<file path="config.mk">
export PLATFORM = sky130hd
export DESIGN_NAME = jsonc_comment_blanker
export DESIGN_NICKNAME = d
export VERILOG_FILES = /design/src/rtl/core/jcb_pkg.sv /design/src/rtl/core/jcb_lexer.sv /design/src/rtl/core/jcb_outq.sv /design/src/rtl/core/jsonc_comment_blanker.sv
export SDC_FILE = /design/constraint.sdc
export NUM_CORES = 1
export LEC_CHECK = 0
export BUFFER_PORTS_ARGS = -buffer_cell sky130_fd_sc_hd__buf_2
export CAP_MARGIN = 5
export CORE_MARGIN = 2
export CORE_UTILIZATION = 56
export DETAILED_ROUTE_END_ITERATION = 7
export PLACE_DENSITY = 0.75
export SLEW_MARGIN = 20
export SYNTH_ARGS = -nofsm -noshare
export SYNTH_HDL_FRONTEND = slang
export SYNTH_SLANG_ARGS = --single-unit
</file>
<file path="constraint.sdc">
create_clock -name clk -period 3 [get_ports clk]
set_input_delay 0.3 -clock clk [delete_from_list [all_inputs] [get_ports clk]]
set_output_delay 0.3 -clock clk [all_outputs]
set_load 0.02 [all_outputs]
</file>
<file path="src/rtl/core/jcb_pkg.sv">
`timescale 1ns / 1ps
`default_nettype none
// ----------------------------------------------------------------------------
// jcb_pkg: shared types and constants of the comment blanker
// Byte codes, lexer mode codes and the result bundle passed to the queue.
// ----------------------------------------------------------------------------
package jcb_pkg;

	localparam logic [7:0] CH_NL     = 8'h0A;
	localparam logic [7:0] CH_STAR   = 8'h2A;
	localparam logic [7:0] CH_SLASH  = 8'h2F;
	localparam logic [7:0] CH_QUOTE  = 8'h22;
	localparam logic [7:0] CH_BSLASH = 8'h5C;
	localparam logic [7:0] CH_SPACE  = 8'h20;

	// Output queue depth; two slots of headroom cover one released pair.
	localparam int unsigned QDepth = 4;
	localparam int unsigned QAw    = $clog2(QDepth);

	typedef enum logic [2:0] {
		M_NORMAL = 3'd0,
		M_SLASH  = 3'd1,
		M_STR    = 3'd2,
		M_ESC    = 3'd3,
		M_LINE   = 3'd4,
		M_BLOCK  = 3'd5,
		M_STAR   = 3'd6
	} mode_t;

	// Results caused by one item: zero, one or two bytes.
	typedef struct packed {
		logic [1:0] count;
		logic [7:0] ch0;
		logic       last0;
		logic [7:0] ch1;
		logic       last1;
	} res_t;

endpackage
`default_nettype wire

</file>
<file path="src/rtl/core/jcb_lexer.sv">
`timescale 1ns / 1ps
`default_nettype none
// ----------------------------------------------------------------------------
// jcb_lexer: next-mode and result logic
// Classify one byte against the current lexer mode.
// ----------------------------------------------------------------------------
module jcb_lexer (
	input  wire jcb_pkg::mode_t mode,
	input  wire logic [7:0]     ch,
	input  wire logic           last,
	output jcb_pkg::mode_t      mode_nxt,
	output jcb_pkg::res_t       res
);
	import jcb_pkg::*;

	mode_t      m;
	logic [1:0] n;
	logic [7:0] c0;
	logic [7:0] c1;

	always_comb begin
		m  = mode;
		n  = 2'd0;
		c0 = ch;
		c1 = ch;
		case (mode)
			M_SLASH: begin
				n = 2'd2;
				if (ch == CH_SLASH) begin
					c0 = CH_SPACE;
					c1 = CH_SPACE;
					m  = M_LINE;
				end else if (ch == CH_STAR) begin
					c0 = CH_SPACE;
					c1 = CH_SPACE;
					m  = M_BLOCK;
				end else begin
					c0 = CH_SLASH;
					m  = (ch == CH_QUOTE) ? M_STR : M_NORMAL;
				end
			end
			M_STR: begin
				n = 2'd1;
				if (ch == CH_BSLASH) begin
					m = M_ESC;
				end else if (ch == CH_QUOTE) begin
					m = M_NORMAL;
				end
			end
			M_ESC: begin
				n = 2'd1;
				m = M_STR;
			end
			M_LINE: begin
				n = 2'd1;
				if (ch == CH_NL) begin
					m = M_NORMAL;
				end else begin
					c0 = CH_SPACE;
				end
			end
			M_BLOCK, M_STAR: begin
				n = 2'd1;
				if (ch == CH_NL) begin
					m = M_BLOCK;
				end else begin
					c0 = CH_SPACE;
					if (ch == CH_STAR) begin
						m = M_STAR;
					end else if (ch == CH_SLASH && mode == M_STAR) begin
						m = M_NORMAL;
					end else begin
						m = M_BLOCK;
					end
				end
			end
			default: begin
				// normal text, and the unused code
				if (ch == CH_SLASH && !last) begin
					m = M_SLASH;
				end else begin
					n = 2'd1;
					m = (ch == CH_QUOTE) ? M_STR : M_NORMAL;
				end
			end
		endcase
		if (last) begin
			m = M_NORMAL;
		end
	end

	assign mode_nxt  = m;
	assign res.count = n;
	assign res.ch0   = c0;
	assign res.ch1   = c1;
	assign res.last0 = last && (n == 2'd1);
	assign res.last1 = last && (n == 2'd2);

endmodule
`default_nettype wire

</file>
<file path="src/rtl/core/jcb_outq.sv">
`timescale 1ns / 1ps
`default_nettype none
// ----------------------------------------------------------------------------
// jcb_outq: result queue
// Take up to two results a cycle, hand out one a cycle while not stalled.
// ----------------------------------------------------------------------------
module jcb_outq (
	input  wire logic          clk,
	input  wire logic          arst_n,
	input  wire logic          push,
	input  wire jcb_pkg::res_t res,
	output logic               room,
	output logic               valid,
	input  wire logic          stall,
	output logic [7:0]         ch,
	output logic               last
);
	import jcb_pkg::*;

	logic [8:0]       mem_q [QDepth];
	logic [QAw-1:0]   wr_q;
	logic [QAw-1:0]   rd_q;
	logic [QAw:0]     cnt_q;
	logic             pop;
	logic [1:0]       nput;
	logic [QAw-1:0]   wr1;

	assign pop   = (cnt_q != '0) && !stall;
	assign nput  = push ? res.count : 2'd0;
	assign wr1   = wr_q + QAw'(1);
	assign room  = cnt_q <= (QAw+1)'(QDepth - 2);
	assign valid = cnt_q != '0;
	assign ch    = mem_q[rd_q][8:1];
	assign last  = mem_q[rd_q][0];

	always_ff @(posedge clk) begin
		if (nput != 2'd0) begin
			mem_q[wr_q] <= {res.ch0, res.last0};
		end
		if (nput == 2'd2) begin
			mem_q[wr1] <= {res.ch1, res.last1};
		end
	end

	always_ff @(posedge clk or negedge arst_n) begin
		if (!arst_n) begin
			wr_q  <= '0;
			rd_q  <= '0;
			cnt_q <= '0;
		end else begin
			wr_q  <= wr_q + QAw'(nput);
			rd_q  <= rd_q + QAw'(pop);
			cnt_q <= cnt_q + (QAw+1)'(nput) - (QAw+1)'(pop);
		end
	end

endmodule
`default_nettype wire

</file>
<file path="src/rtl/core/jsonc_comment_blanker.sv">
`timescale 1ns / 1ps
`default_nettype none
// ----------------------------------------------------------------------------
// jsonc_comment_blanker: comment blanker for JSON text with comments
// Replaces comment bytes by spaces, keeps newlines, strings and offsets.
// ----------------------------------------------------------------------------
//
//  channel  handshake             payload
//  -------  --------------------  ------------------
//  source   src_valid/src_stall   char_in, last_in
//  result   dst_valid/dst_stall   char_out, last_out
//
// One byte a cycle in and out when nothing stalls. An item is registered
// (stage 1), classified against the lexer mode and its zero to two results
// written to a four-entry queue once the queue has room for two. The source
// stalls only while stage 1 holds an item and the queue lacks room for two
// results. Reset clears the mode to normal text and empties the queue.
//
module jsonc_comment_blanker (
	input  wire logic       clk,
	input  wire logic       arst_n,
	input  wire logic       src_valid,
	output logic            src_stall,
	input  wire logic [7:0] char_in,
	input  wire logic       last_in,
	output logic            dst_valid,
	input  wire logic       dst_stall,
	output logic [7:0]      char_out,
	output logic            last_out
);
	import jcb_pkg::*;

	// Stage 1: the accepted item.
	logic       vld_s1;
	logic [7:0] ch_s1;
	logic       last_s1;

	mode_t      mode_q;
	mode_t      mode_nxt;
	res_t       res;
	logic       room;
	logic       adv;

	// Advance stage 1 into the queue only when two slots are free.
	assign adv       = vld_s1 && room;
	assign src_stall = vld_s1 && !room;

	always_ff @(posedge clk or negedge arst_n) begin
		if (!arst_n) begin
			vld_s1 <= 1'b0;
			mode_q <= M_NORMAL;
		end else begin
			if (!src_stall) begin
				vld_s1 <= src_valid;
			end
			// Advance the lexer mode once per processed item.
			if (adv) begin
				mode_q <= mode_nxt;
			end
		end
	end

	// Payload: hold while stalled.
	always_ff @(posedge clk) begin
		if (src_valid && !src_stall) begin
			ch_s1   <= char_in;
			last_s1 <= last_in;
		end
	end

	jcb_lexer u_lexer (
		.mode     (mode_q),
		.ch       (ch_s1),
		.last     (last_s1),
		.mode_nxt (mode_nxt),
		.res      (res)
	);

	jcb_outq u_outq (
		.clk    (clk),
		.arst_n (arst_n),
		.push   (adv),
		.res    (res),
		.room   (room),
		.valid  (dst_valid),
		.stall  (dst_stall),
		.ch     (char_out),
		.last   (last_out)
	);

endmodule
`default_nettype wire
</file>
* Word-level counts from Yosys, hierarchy flattened
Memories as Yosys holds them, arrays and structs flattened. Cells that the tools add are included.
Word-level totals: register bits after elaboration 20, RAM bits 36, input bits 13, word-level logic and storage cells 74, memories 1
Memory list:
- u_outq.mem_q | words 4, bits a word 9, rd ports 1, clocked after memory_dff 0, write ports 2, RTL line jcb_outq.sv:20 | logic [8:0] mem_q [QDepth];
Cells by class: add/subtract/negate cells 5, magnitude comparators 1, equal/unequal tests 16, mux-type cells 26, reduce and logical (&&, ||, !) cells 18
Operator list (number):
- 8-bit two-way mux | 5
- 3-bit two-way mux | 10
- 8-bit by 6-bit equality test with 1-bit output, second input constant | 3
- 8-bit one-hot mux with 2 select lines | 1
- 3-bit one-hot mux with 5 select lines | 1
- 3-bit equality test, second input constant | 3
- 8-bit by 4-bit equality test with 1-bit output, second input constant | 1
- 8-bit by 7-bit equality test with 1-bit output, second input constant | 1
- 1-bit logical AND | 8
- 3-bit by 2-bit equality test with 1-bit output, second input constant | 2
- 1-bit two-way mux | 5
- 5-bit OR reduction | 1
- 2-bit equality test, second input constant | 2
- 1-bit logical NOT | 4
- 2-bit two-way mux | 2
- 4-bit two-way mux | 1
- 4-bit by 2-bit != test with 1-bit output, second input constant | 1
- 2-bit one-hot mux with 2 select lines | 1
- 3-bit by 2-bit adder with 3-bit output | 1
- 3-bit by 1-bit equality test with 1-bit output, second input constant | 1
- 3-bit by 2-bit less-or-equal comparator with 1-bit output, second input constant | 1
- 3-bit by 2-bit != test with 1-bit output, second input constant | 1
- 3-bit AND reduction | 1
- 3-bit nonzero test | 1
- other kinds (8) | 8

* Depth between registers and ports, before layout
Gate-level depths: netlist of run 1.
depth in word-level cells 8, depth in mapped cells 9

* Modules after synthesis
Synthesis of run 1 repeated with hierarchy kept, for this count alone.
Second synthesis, totals: cell total of the unflattened synthesis 237, area total of the unflattened synthesis 3206.8 um2
By module, submodules not included:
- jcb_outq | times used 1, cells an instance 132, area each 2260.9 um2, seq. area each 1256.2 um2
- jcb_lexer | times used 1, cells an instance 83, area each 498.0 um2, seq. area each 0.0 um2
- jsonc_comment_blanker | times used 1, cells an instance 22, area each 447.9 um2, seq. area each 370.4 um2

* Least setup slack after synthesis of run 1
OpenSTA, ideal clock, no wires.
path kind register to register, from register mode_q[2], to register u_outq.cnt_q[2], setup time 80 ps, data arrival time 2441 ps, required time 2920 ps, path slack 479 ps, cell stages (with the launch flop) 10, buffers on the path 1, period minus slack after synthesis 2521 ps, cell sequence dfrtp_1 buf_2 or3b_1 nor3_1 inv_1 ha_1 inv_1 fa_1 xnor2_1 xnor2_1
On the way: longest elaborated chain between the ends 6, elaborated cells on any way between the ends 11, those cells by class add/sub: 2; eq/ne: 6; mux: 2; reduce/logical: 1
RTL lines:
- start, declared | RTL line jsonc_comment_blanker.sv:38 | mode_t mode_q;
- start signal, assigned | RTL line jsonc_comment_blanker.sv:58 | mode_q <= mode_nxt;
- 3-bit by 2-bit equality test with 1-bit output or 3-bit equality test (tied branches) | RTL line jcb_lexer.sv:26 | case (mode)
- 5-bit OR reduction (no line)
- 2-bit one-hot mux with 2 select lines * | RTL line jcb_lexer.sv:26
- 2-bit two-way mux * | RTL line jcb_outq.sv:29 | assign nput = push ? res.count : 2'd0;
- 3-bit by 2-bit adder with 3-bit output * | RTL line jcb_outq.sv:53 | cnt_q <= cnt_q + (QAw+1)'(nput) - (QAw+1)'(pop);
- 3-bit by 1-bit subtractor with 3-bit output * | RTL line jcb_outq.sv:53
- end signal, assigned | RTL line jcb_outq.sv:53
- end, declared | RTL line jcb_outq.sv:23 | logic [QAw:0] cnt_q;
Every way passes the cells marked *; elsewhere a longest branch is shown, timed or not. A chain may end at the register's enable or synchronous reset.

* Final worst setup path of run 1
from register ch_s1[6], to register u_outq.cnt_q[2]
On the way: longest elaborated chain between the ends 7
RTL lines:
- start, declared | RTL line jsonc_comment_blanker.sv:35 | logic [7:0] ch_s1;
- start signal, assigned | RTL line jsonc_comment_blanker.sv:66 | ch_s1 <= char_in;
- 8-bit by 6-bit equality test with 1-bit output | RTL line jcb_lexer.sv:79 | if (ch == CH_SLASH && !last) begin
- 1-bit logical AND | RTL line jcb_lexer.sv:79
- 1-bit two-way mux | RTL line jcb_lexer.sv:79
- 2-bit one-hot mux with 2 select lines | RTL line jcb_lexer.sv:26
- 2-bit two-way mux | RTL line jcb_outq.sv:29
- 3-bit by 2-bit adder with 3-bit output | RTL line jcb_outq.sv:53
- 3-bit by 1-bit subtractor with 3-bit output | RTL line jcb_outq.sv:53
Every way passes these cells.

==> results of run 1 <==
-- how the worst max path moves through the flow --
stage,from,slack [ns],cells past startpoint,endpoint
2_1_floorplan,mode_q[2],0.48,9,u_outq.cnt_q[2]
6_report,ch_s1[6],0.37,7,u_outq.cnt_q[2]
3_3_place_gp,ch_s1[6],0.41,7,u_outq.cnt_q[2]
3_5_place_dp,ch_s1[6],0.37,7,u_outq.cnt_q[2]
5_1_grt,mode_q[1],0.20,5,u_outq.mem_q[2][1]
4_1_cts,ch_s1[6],0.35,7,u_outq.cnt_q[2]
-- worst max-delay path: cells and delay by family (launching register included) --
family,cells,cell delay [ns]
DFF,1,0.48
xor gates and xnor gates,2,0.34
AOI/OAI and AO/OA,2,0.47
and+or+nand+nor,1,0.62
adders and majority gates,2,0.65
-- registers in the layout, indices dropped and copies added, names as in the netlist --
signal        count
vld_s1            1
u_outq.mem_q     36
u_outq.cnt_q      3
last_s1           1
mode_q            3
u_outq.wr_q       2
ch_s1             8
u_outq.rd_q       2
-- cells by family after synthesis --
family	synth area share, %
and+or+nand+nor	18.00
DFF	53.92
xor gates and xnor gates	2.032
buffers and inverters	3.650
AOI/OAI and AO/OA	10.37
muxes	9.705
adders and majority gates	2.323
-- cell usage in the layout, fill, tap and decap left out, drive strengths merged, types with 2 or more instances in the layout --
master and instances:
edfxtp 45, nand2 32, buf 32, and2 12, dfrtp 11, o21ai 11
nor2b 10, inv 10, nor2 10, mux2i 9, mux4 9, a21oi 8
nand4 6, clkbuf 6, nor3 5, nand3 5, a21boi 4, xnor2 4
ha 4, nor3b 4, a21o 3, xor2 3, a22o 3, o211ai 3
nor4bb 2, and3 2, or3 2, nor4b 2, a311o 2, a211oi 2
o22a 2, or4b 2
-- power by group --
part	internal [mW]	leakage, nW	switching [mW]
Clock	0.162	0.0388	0.232
Combinational	0.464	0.683	0.573
Sequential	1.10	0.546	0.185
-- through the flow --
step	power [mW]	std cells	setup slack, ns
final	2.711	350	0.3659
after global routing	2.878	350	0.2014
after CTS	2.740	350	0.3477
after detailed placement	2.347	341	0.3720
after global placement	2.319	341	0.4061
after floorplan	2.041	253	0.4789
-- cell type report --
cell class | instances | area, um2
Clock buffer | 6 | 72.57
Clock inverter | 2 | 11.26
Fill cell | 424 | 1832
Inverter | 10 | 37.54
Multi-Input combinational cell | 173 | 1280
Sequential cell | 56 | 1627
Tap cell | 70 | 87.58
Timing Repair Buffer | 33 | 192.7
-- metal layers --
layer / up-vias / share of wire (%) / routed length, um
li1: 990 / - / -
met1: 955 / 47 / 2631
met2: 65 / 47 / 2632
met3: 11 / 4.9 / 274
met4: 0 / 1.8 / 102
met5: - / 0 / 0
-- timing repair --
| item | 4_1_cts | 5_1_grt |
|---|---|---|
| hold buffers | 1 | 0 |
| hold endpoints to repair | 11 | 0 |
| setup endpoints to repair | 0 | 0 |
==> results.cfg, run 1 <==
[status]
status = complete, no violations

[worst_setup_path]
critPathKind = register to register
crit_fanout = 8
r2r-start = ch_s1[6]
rr_worst_depth = 7
slowest_delay_ns = 0.62
crit_top_cell = xnor2_1
rrSetupSlack_ns = 0.37
cp.arrival_ns = 2.87
r2r_end = u_outq.cnt_q[2]
cp.required_ns = 3.23
slowest_stage = or4b_1
worst_setup_path_start_kind = register
end_kind = register
path_cells = or4b_1, o31ai_1, a221oi_1, ha_1, fa_1, xnor2_1, xnor2_1

[sta]
rsz0062_at_grt = false
fin_setup_tns_ns = 0
timing.hold.ws_ns = 0.1641
final-hold-violation-count = 0
skew_ns = 0.005774
fmax_mhz = 379.6
slew_viol_final = 0
worst_slew_pin_slew_ns = 0.8197
setup_viol = 0
period_needed_ns = 2.634
min_period_over_period_pct = 87.80
relSlewSlack_pct = 45.15

[global_routing]
grt_pass1_vias = 1906
busiest_layer = met2
grt_max_degree = 17
grt.met3_usage_pct = 3.953
antenna_found_initial = 0
gr-usage-met2_pct = 31.22
grt_pass1_wl_um = 9459
grt_util_all_layers_pct = 20.47
gr-usage-met1_pct = 29.77
grt.overflow.total = 0

[placement]
port_buffers = 23
gp_congestion = 0.9342
place_area_um2 = 3214
hpwl_um = 4350

[floorplan]
rows = 26
core_region_area_um2 = 5140
dieArea_um2 = 5990
die_w_um = 77.40
ios = 24
die_h_um = 77.40
start_util_pct = 58.69

[clock_network]
root_buffer = clkbuf_8
cts_tree = yes
post-cts-setup-buffer-count = 0
numCtsBuffers = 5
clock_latency_ns = 0.31
cts.sinks = 56
cts_resized = 0
h-tree-depth = 2
cts.clk_slew.worst_paths_ns = 0.09
ctsLongestPathBuffers = 2

[routing]
drtPass1Iterations = 4
drt-total-wl_um = 5640
drc = 0
ant_nets = 0
vias = 2021
wl_per_cell_um = 16.11
drt-initial-drc-count = 181
routed_via_density = 5.774

[power_and_ir_drop]
vdd_ir_drop_max_v = 0.0005731
power_density_nw_per_um2 = 819.5
cellLeakagePower_nw = 1.268

[flow_run]
maxCapViolations = 0

[logic_synthesis]
yosysUniqueCellTypes = 50
synth_ff_type = edfxtp_1
synth_edf_count = 45
synthArstFlopShare_pct = 19.64
synth_commonest_cells = 45 x edfxtp_1, 32 x nand2_1, 11 x dfrtp_1
postSynthAreaPerCell_um2 = 11.92
synth_top_cell_area_share_pct = 44.79
ys_seq_elements = 56
synthTopCellsByArea = edfxtp_1 45%, dfrtp_1 9.1%, mux4_2 6.7%
yosysMostFrequentCell = edfxtp_1
syn-instance-count = 253
yosysWarnings = 0
synth_top_area_cell = edfxtp_1
syn_nets = 271
syn-cell-area_um2 = 3017
ys_seq_area_share_pct = 53.92

[worst_hold_path]
hold_end = ch_s1[5]
holdCritStartpoint = char_in[5]
worstHoldPathType = primary input to register
holdPathStages = 1

[final_layout]
synthToLayoutAreaGrowth_pct = 9.664
insertedDiodeCount = 0
post-route-util_pct = 64.36
layout-drive-gt1-share_pct = 20.71
final_area_um2 = 3308
fin_nets = 297
Power figures use the tool's default switching activity.
==> run 2, diff against run 1 <==
--- a/config.mk
+++ b/config.mk
@@ -14,4 +14,5 @@
 export SLEW_MARGIN = 20
 export SYNTH_ARGS = -nofsm -noshare
 export SYNTH_HDL_FRONTEND = slang
+export SYNTH_HIERARCHICAL = 1
 export SYNTH_SLANG_ARGS = --single-unit
==> run 2 against run 1 <==
Net effect: critical path depth grew 4; sequential share of layout area shrank 4.0 points; register-to-register slack lost 0.26 ns; highest routed layer unchanged; via count grew 2.7%; largest cell class unchanged; synthesized cell count shrank 6.3%; combinational power grew 15%; global-route usage grew 0.72 points; critical endpoint is now u_outq/cnt_q[2]; synthesized area grew 6.3%; die area grew 6.0%; critical path type unchanged.
==> results.cfg, run 2 <==
[power_and_ir_drop]
cellLeakagePower_nw = 1.369
internal_power_mw = 1.833
vdd_ir_drop_max_v = 0.0005340
switching_share_pct = 36.48
power_frac_seq_pct = 44.9
p_total_mw = 2.886
p_switching_mw = 1.053
power_density_nw_per_um2 = 801.8
p_clk_share_pct = 13.7
p_comb_share_pct = 41.4

[sta]
final-hold-violation-count = 0
setup_viol = 0
fmax_mhz = 345.2
final.setup.worst_slack_ns = 0.1032
relSlewSlack_pct = 53.68
worst_slew_pin_slew_ns = 0.6948
period_needed_ns = 2.897
skew_ns = 0.007395
fin_setup_tns_ns = 0
slew_viol_final = 0
min_period_over_period_pct = 96.56

[logic_synthesis]
syn_nets = 254
synth_edf_count = 45
postSynthAreaPerCell_um2 = 13.53
ys_seq_elements = 56
synth_top_area_cell = edfxtp_1
yosysWarnings = 6
synthTopCellsByArea = edfxtp_1 42%, mux2_2 9.8%, dfrtp_1 8.6%
syn-instance-count = 237
ys_seq_area_share_pct = 50.72
synthArstFlopShare_pct = 19.64
yosysUniqueCellTypes = 55
synth_top_cell_area_share_pct = 42.14
synth_commonest_cells = 45 x edfxtp_1, 28 x mux2_2, 15 x nor2_1, 12 x inv_1, 12 x mux2_4
syn-cell-area_um2 = 3207
synth_ff_type = edfxtp_1
yosysMostFrequentCell = edfxtp_1

[placement]
dpl_worst_slack_ns = 0.07362
port_buffers = 23
post-place-cells = 334
hpwl_um = 4586
gp_congestion = 0.7774

[final_layout]
synthToLayoutAreaGrowth_pct = 12.25
fin_nets = 287
final_cell_mix = 45 x edfxtp_1, 28 x mux2_2, 23 x buf_2
largest_reg_flops = 36
insertedDiodeCount = 0
layout-drive-gt1-share_pct = 42.44
largest_register = u_outq/mem_q
largest_registers = u_outq/mem_q (36), ch_s1 (8)
instances_no_fill = 343
post-route-util_pct = 65.37
final_common_cell = edfxtp_1

[routing]
drt-total-wl_um = 6268
ant_nets = 0
drt-initial-drc-count = 98
routed_via_density = 6.050
drc = 0
wl_per_cell_um = 18.27
vias = 2075
drtPass1Iterations = 4

[global_routing]
grt_pass1_vias = 1999
grt_util_all_layers_pct = 21.19
grt.overflow.total = 0
grt_max_degree = 18
antenna_found_initial = 0
grt_pass1_wl_um = 9998

[worst_setup_path]
end_kind = register
worst_setup_path_start_kind = register
cp.arrival_ns = 3.10
critPathKind = register to register
cp.required_ns = 3.20
crit_fanout = 3

[floorplan]
die_h_um = 79.68
die_w_um = 79.68
dieArea_um2 = 6348
core_region_area_um2 = 5507
ios = 24
rows = 27
start_util_pct = 58.24

[clock_network]
cts_tree = yes
cts.sinks = 56
numCtsBuffers = 5
cts.clk_slew.worst_paths_ns = 0.10
ctsLongestPathBuffers = 2
clock_latency_ns = 0.30
root_buffer = clkbuf_8
h-tree-depth = 2
post-cts-setup-buffer-count = 0

[flow_run]
maxCapViolations = 0

[worst_hold_path]
worstHoldPathType = primary input to register

[status]
status = complete, no violations
==> run 2: cell count changes in the layout (fill, tap and decap cells not counted), moves of 6 or more <==
cell	change
mux2_2	+28
mux2_4	+12
mux2i_1	-9
nand2_1	-24
nand4_1	-6
nor2b_1	-10
==> run 2: what timing repair did <==
action,in CTS,in global routing
hold buffers,1,0
resized for setup,0,3
endpoints found under the setup margin,0,2
hold endpoints to repair,11,0
==> run 2: power by group through the flow <==
stage / clock network [mW] / logic [mW] / registers (mW)
after floorplan: 0 / 0.987 / 1.18
after global placement: 0 / 1.14 / 1.30
after detailed placement: 0 / 1.18 / 1.31
after CTS: 0.408 / 1.19 / 1.30
after global routing: 0.436 / 1.30 / 1.32
final: 0.396 / 1.20 / 1.29
==> run 2: worst max-delay path, stage by stage, from the launching register on <==
cell and delay, ns:
edfxtp_1 0.40, or4b_4 0.56, or3_4 0.36, o21ai_2 0.15, a32oi_2 0.14, and2_4 0.18
xor2_2 0.17, ha_2 0.19, inv_1 0.05, fa_2 0.33, xor2_1 0.16, xnor2_1 0.12
==> run 2: final timing paths <==
kind	from	to	slack, ns	cells past startpoint
max in group asynchronous	arst_n	u_outq/wr_q[1]	2.43	2
setup reg to reg	ch_s1[6]	u_outq/cnt_q[2]	0.10	11
setup / recovery	ch_s1[6]	u_outq/cnt_q[2]	0.10	11
hold / removal	last_in	last_s1	0.16	1
min in group asynchronous	arst_n	u_outq/cnt_q[0]	0.38	2
hold reg to reg	u_outq/cnt_q[2]	u_outq/cnt_q[2]	0.52	1
==> run 2: final cells by class <==
class / instances / area (um2)
Clock inverter: 3 / 18.77
Tap cell: 72 / 90.09
Multi-Input combinational cell: 155 / 1496
Sequential cell: 56 / 1627
Inverter: 13 / 48.80
Timing Repair Buffer: 39 / 250.2
Fill cell: 413 / 1907
Clock buffer: 5 / 68.82
==> run 2: per-stage QoR <==
stage	hold slack [ns]	cell area, um2
2_1_floorplan	0.004409	3217
6_report	0.1639	3600
3_3_place_gp	0.1814	3483
4_1_cts	0.1532	3581
3_5_place_dp	0.1800	3483
5_1_grt	0.1515	3600
==> run 2: kinds of logic after synthesis <==
group           count (synthesis)  share of synthesized area, %
compound gates                 32                         7.139
xor+xnor                        8                         2.185
fa+ha+maj                       4                         1.795
buf+inv                        26                         3.394
flops                          56                         50.72
mux                            49                         21.77
simple gates                   62                         12.99
==> run 2: per-layer routing <==
layer / up-vias / wire length (um) / part of all wire (%) / global-route usage (%)
met3: 11 / 314 / 5.0 / 3.281
met4: 0 / 70 / 1.1 / 7.069
met2: 69 / 3218 / 51 / 36.30
li1: 967 / - / - / -
met5: - / 0 / 0 / 0
met1: 1028 / 2664 / 43 / 27.52
